## config.mk

```make
export PLATFORM = sky130hd
export DESIGN_NAME = sac_ctrl
export DESIGN_NICKNAME = d
export VERILOG_FILES = /design/src/rtl/sac_pkg.sv /design/src/rtl/sac_ctrl.sv
export SDC_FILE = /design/constraint.sdc
export NUM_CORES = 1
export LEC_CHECK = 0
export BUFFER_PORTS_ARGS = -buffer_cell sky130_fd_sc_hd__buf_2
export CORE_AREA = 2 2 39 41
export CTS_CLUSTER_SIZE = 24
export DETAILED_ROUTE_END_ITERATION = 16
export DIE_AREA = 0 0 41 43
export PLACE_DENSITY = 0.3
export RECOVER_POWER = 25
export SLEW_MARGIN = 0
export SYNTH_ARGS = -nofsm -noshare
export SYNTH_HDL_FRONTEND = slang
export SYNTH_SLANG_ARGS = --single-unit
```

## constraint.sdc

```tcl
create_clock -name clock -period 1.9 [get_ports clock]
set_input_delay 0.38 -clock clock [delete_from_list [all_inputs] [get_ports clock]]
set_output_delay 0.38 -clock clock [all_outputs]
set_load 0.1 [all_outputs]
```

## src/rtl/sac_pkg.sv

```systemverilog
// Shared types and constants for the set-associative LRU cache simulator.
// No dependencies; imported by sac_ctrl, sac_dp and the top level.
`timescale 1ns / 1ps
`default_nettype none

package sac_pkg;

   // default geometry
   localparam int SETS_DEF = 64;
   localparam int WAYS_DEF = 8;

   // fixed field widths
   localparam int ADDR_W   = 64;
   localparam int CMD_W    = 2;
   localparam int CNT_W    = 32;
   localparam int CSR_IDX_W  = 2;
   localparam int CSR_DATA_W = 6;
   localparam int SETB_W   = 3;
   localparam int BLKB_W   = 6;
   localparam int USED_W   = 4;

   // masked set value before the fold onto the set count
   localparam int SET_RAW_W = 7;
   localparam int SET_TAB_N = 1 << SET_RAW_W;

   localparam logic [CNT_W-1:0] CNT_MAX = 32'hffff_ffff;

   // access kinds
   localparam logic [CMD_W-1:0] CMD_LOAD   = 2'd0;
   localparam logic [CMD_W-1:0] CMD_STORE  = 2'd1;
   localparam logic [CMD_W-1:0] CMD_MODIFY = 2'd2;

   // register indexes
   localparam logic [CSR_IDX_W-1:0] CSR_SET_BITS   = 2'd0;
   localparam logic [CSR_IDX_W-1:0] CSR_BLOCK_BITS = 2'd1;
   localparam logic [CSR_IDX_W-1:0] CSR_WAYS_USED  = 2'd2;

   // controller to datapath
   typedef struct packed {
      logic capture;   // accept the request transaction, launch the row read
      logic decide;    // row data present, resolve hit / fill / victim
      logic commit;    // write the row back, update totals, load the response
   } ctrl_cmd_type;

   // datapath to controller
   typedef struct packed {
      logic out_busy;  // response register full and not draining
   } dp_status_type;

endpackage : sac_pkg

`default_nettype wire

```

## src/rtl/sac_ctrl.sv

```systemverilog
// Sequencing controller for the cache simulator: accept, lookup, update.
// Depends on sac_pkg for the command and status structs.
`timescale 1ns / 1ps
`default_nettype none

module sac_ctrl
   import sac_pkg::*;
(
   input  wire logic          clock,
   input  wire logic          reset,
   input  wire logic          req_tvalid,
   output logic               req_tready,
   input  wire dp_status_type status,
   output ctrl_cmd_type       cmd
);

   typedef enum logic [1:0] {
      ST_IDLE,
      ST_LOOKUP,
      ST_UPDATE
   } state_type;

   state_type state_ff, state_in;
   logic      ready_ff, ready_in;

   // commands
   always_comb begin
      cmd.capture = req_tvalid & ready_ff;
      cmd.decide  = (state_ff == ST_LOOKUP);
      cmd.commit  = (state_ff == ST_UPDATE) & ~status.out_busy;
   end

   // next state
   always_comb begin
      state_in = state_ff;
      ready_in = ready_ff;
      unique case (state_ff)
         ST_IDLE: begin
            if (req_tvalid & ready_ff) begin
               state_in = ST_LOOKUP;
               ready_in = 1'b0;
            end
         end
         ST_LOOKUP: begin
            state_in = ST_UPDATE;
         end
         ST_UPDATE: begin
            if (~status.out_busy) begin
               state_in = ST_IDLE;
               ready_in = 1'b1;
            end
         end
         default: begin
            state_in = ST_IDLE;
            ready_in = 1'b1;
         end
      endcase
   end

   // state and registered ready
   always_ff @(posedge clock) begin
      if (reset) begin
         state_ff <= ST_IDLE;
         ready_ff <= 1'b1;
      end else begin
         state_ff <= state_in;
         ready_ff <= ready_in;
      end
   end

   assign req_tready = ready_ff;

endmodule : sac_ctrl

`default_nettype wire

```

======== Word level (Yosys, flattened, before mapping) ========
Index checks and enable logic that the tools add are counted.
word-level totals
  bits in registers ....................... 3
  input port bits ......................... 4
  output and inout bits ................... 4
  word-level logic and storage cells ...... 19
cells by class
  equality and inequality tests ........... 4
  mux-type cells .......................... 6
  bitwise logic cells ..................... 4
  reductions and logical operators ........ 3
operators with widths
  operator                                              count
  case mux 2 bit (3 select lines)                       1
  two-way mux 2 bit                                     2
  inequality test 2 bit (second input constant)         2
  case mux 1 bit (3 select lines)                       1
  AND reduction 3 bit                                   1
  AND 1 bit                                             2
  equality test 2 x 1 -> 1 bit (second input constant)  1
  equality test 2 bit (second input constant)           1
  logical NOT 2 bit                                     1
  two-way mux 1 bit                                     2
  NOT 1 bit                                             2
  AND reduction 2 bit                                   1

======== Depth between registers and ports, before layout ========
  depth after elaboration ................. 3
  gate-level depth with buffers ........... 3
  gate-level depth less buffers ........... 3

======== Worst setup path before layout ========
Ideal clock, no wire load.
  kind .................................... register to output
  start point ............................. reg ready_ff, in the netlist req_tready
  end point ............................... out cmd[2] (netlist name)
  arrival ................................. 1.578 ns
  required time ........................... 1.520 ns
  path slack .............................. -0.058 ns
  stages on the path, launching flop included .. 2
  path through ............................ dfxtp_1 and2_2
RTL lines
  item                    line            source
  start, declared         sac_ctrl.sv:24  logic ready_ff, ready_in;
  start signal, assigned  sac_ctrl.sv:67  ready_ff <= ready_in;
  end, declared           sac_ctrl.sv:14  output ctrl_cmd_type cmd

==> metrics <==
outcome=finished clean; core box area=0.00138 mm²; largest fanout on the critical path=5; number of H-tree levels=1; # resized after CTS=0; maximum count of clock buffers along a single path=2; relative contribution of combinational cells to total power=between 20% and 30%; worst setup slack after placement=446 ps; post-layout worst setup margin=205 ps; CTS clock-pin slew for the worst setup and hold paths=40 ps; met1 wire length=around 170 µm; DR WL met2=roughly 62 µm; largest net degree at the start of global routing=6; number of buffers inserted during clock tree synthesis=3; Cell Area, Synth=138 µm²; Avg Inst Size Synth=8.60 µm²; vias after detailed routing=131; total power of the final layout=0.258 mW; met3 routed wirelength=around 63 µm; CTS tree=done; Area after DPL=186 µm²; vias per cell=about 3.1; sequential power share=between 20 and 30%; crit share post-route=89.2%; worst slew margin relative to its limit=about two thirds; critical path class=reg -> out; Synth Register Bits=3; synth warn=0; cts hold-fix bufs=0; global-route wire length before repair=427 µm; remaining routing DRC violations=0; LEAKAGE=0.0970 nW; number of ports placed on the die boundary=8; gr usage total=4.21%; area added between synthesis and finish=54.5%; Antenna diodes=0; post-synthesis net count=20; share of total power in the clock network=42.3%; number of distinct library cells after synthesis=10; power per cell area=1210 mW/mm²; residual overflow from global routing=0; Cell Int Power=~0.16 mW; most common library cell in the layout ignoring fill and taps=sky130_fd_sc_hd__buf_2; total count of hold-check failures in the final report=0; worst min-delay path class=in -> reg; Max Slew Vio Count=0; FMAX=0.590 GHz; commonest cells after routing, fill and taps aside=7 x sky130_fd_sc_hd__buf_2, 3 x sky130_fd_sc_hd__clkbuf_4; total setup violations reported at the end of the flow=0; number of I/O port buffers=7; floorplan row count=14; number of global-route vias before repair=just over 100; Num Clock Sinks=3; post-CTS setup repair buffer count=0; number of violations of the max-capacitance limit=0; global placer's final weighted congestion=0.624; detailed-routing iteration count for the pre-antenna-repair pass=3; Worst setup EP type=output port; element type at the critical path start=register; die area=0.00176 mm²; startpoint of the most critical hold path=reset; Seq/Total Area, Yosys=43.6%; setup repair after global routing missed its margin=no; Die Y-Extent=approximately 43 µm; endpoint arrival time on the critical path=approximately 1300 ps; Crit Reg-Reg Startpoint=state_ff[0]; share of final-layout standard cells stronger than drive strength 1=46.2%; final antenna-violating net count=0; Total Routed Length=300 µm; required time of the worst setup path=1520 ps; accumulated negative setup slack=0 ps; routed len/inst=7.14 µm; Final nets=31; clock insertion delay at the later pin of the skew report=230 ps; launching instance or port of the critical path=state_ff[1]; final design area excluding fillers=213 µm²; highest metal layer with signal wires=met3; antenna violations before repair=0; sw power=just under 0.1 mW; post-route minimum period=1700 ps; horizontal die dimension=41 µm; number of design-rule violations left by the first detailed-router iteration=4; final worst clock skew=0.914 ps; pin slew with the least headroom to its limit=492 ps; fraction of power spent switching nets=between 30% and 40%; synthesized netlist cell count=16; root buf cell=sky130_fd_sc_hd__clkbuf_4; Worst IR Drop VDD=0.365 mV; starting utilization of the core area=9.95%
-- synthesized netlist by cell type --
| cell type | count | area [µm²] |
|---|---|---|
| sky130_fd_sc_hd__a21oi_1 | 2 | 10.0 |
| sky130_fd_sc_hd__o21ai_0 | 1 | 5.00 |
| sky130_fd_sc_hd__nor2b_1 | 2 | 12.5 |
| sky130_fd_sc_hd__buf_4 | 1 | 7.51 |
| sky130_fd_sc_hd__and2_1 | 1 | 6.26 |
| sky130_fd_sc_hd__dfxtp_1 | 3 | 60.1 |
| sky130_fd_sc_hd__and2_2 | 1 | 7.51 |
| sky130_fd_sc_hd__nor4b_1 | 2 | 17.5 |
| sky130_fd_sc_hd__inv_1 | 1 | 3.75 |
| sky130_fd_sc_hd__nor2_1 | 2 | 7.51 |
-- stage by stage --
stage | cells | util (%) | hold WS (ps)
finish | 42 | 15.4 | 363
global route | 42 | 15.4 | 349
CTS | 42 | 15.4 | 349
detailed placement | 38 | 13.5 | 488
global placement | 38 | 13.5 | 475
floorplan | 16 | - | 451
-- registers in the layout (all words and copies together), names as in the netlist --
name and cells:
req_tready 1, state_ff 2
-- cell families after synthesis --
kind of cell    count (synthesis)  share of synthesized area (%)
flops                           3                           43.6
simple gates                    8                           37.3
compound gates                  3                           10.9
buf+inv                         2                           8.18
-- worst paths after layout --
path / to / slack [ps] / cells past startpoint
min reg2reg: state_ff[0] / 490 / 1
max: cmd[0] / 200 / 3
max reg2reg: req_tready / 1070 / 2
min: state_ff[1] / 360 / 2
-- worst max-delay path, cell delays in order, from the launching register on --
cell	delay, ps
sky130_fd_sc_hd__dfxtp_1	370
sky130_fd_sc_hd__nor2b_1	170
sky130_fd_sc_hd__and2_1	130
sky130_fd_sc_hd__buf_2	410
-- power by group through the flow --
stage / Sequential (mW) / Clock [mW] / Combinational (mW)
final: 0.0745 / 0.109 / 0.0746
after global routing: 0.0755 / 0.127 / 0.0772
after CTS: 0.0743 / 0.116 / 0.0747
after detailed placement: 0.0752 / 0 / 0.0745
after global placement: 0.0748 / 0 / 0.0748
after floorplan: 0.0938 / 0 / 0.0454
-- cell type report --
class                   instances  area [µm²]
fillers                       159        1170
flip-flops and latches          3        61.3
well taps                      16        20.0
clock buffers                   4        26.3
repair buffers                  7        35.0
inverters                       1        3.75
multi-input cells              11        66.3
-- routing by layer --
layer / global-route usage (%) / vias up
met5: 0 / -
met4: 4.00 / 0
met3: 5.24 / 0
met2: 2.50 / 10
met1: 5.77 / 46
li1: - / 75
(Power assumes the default switching activity.)
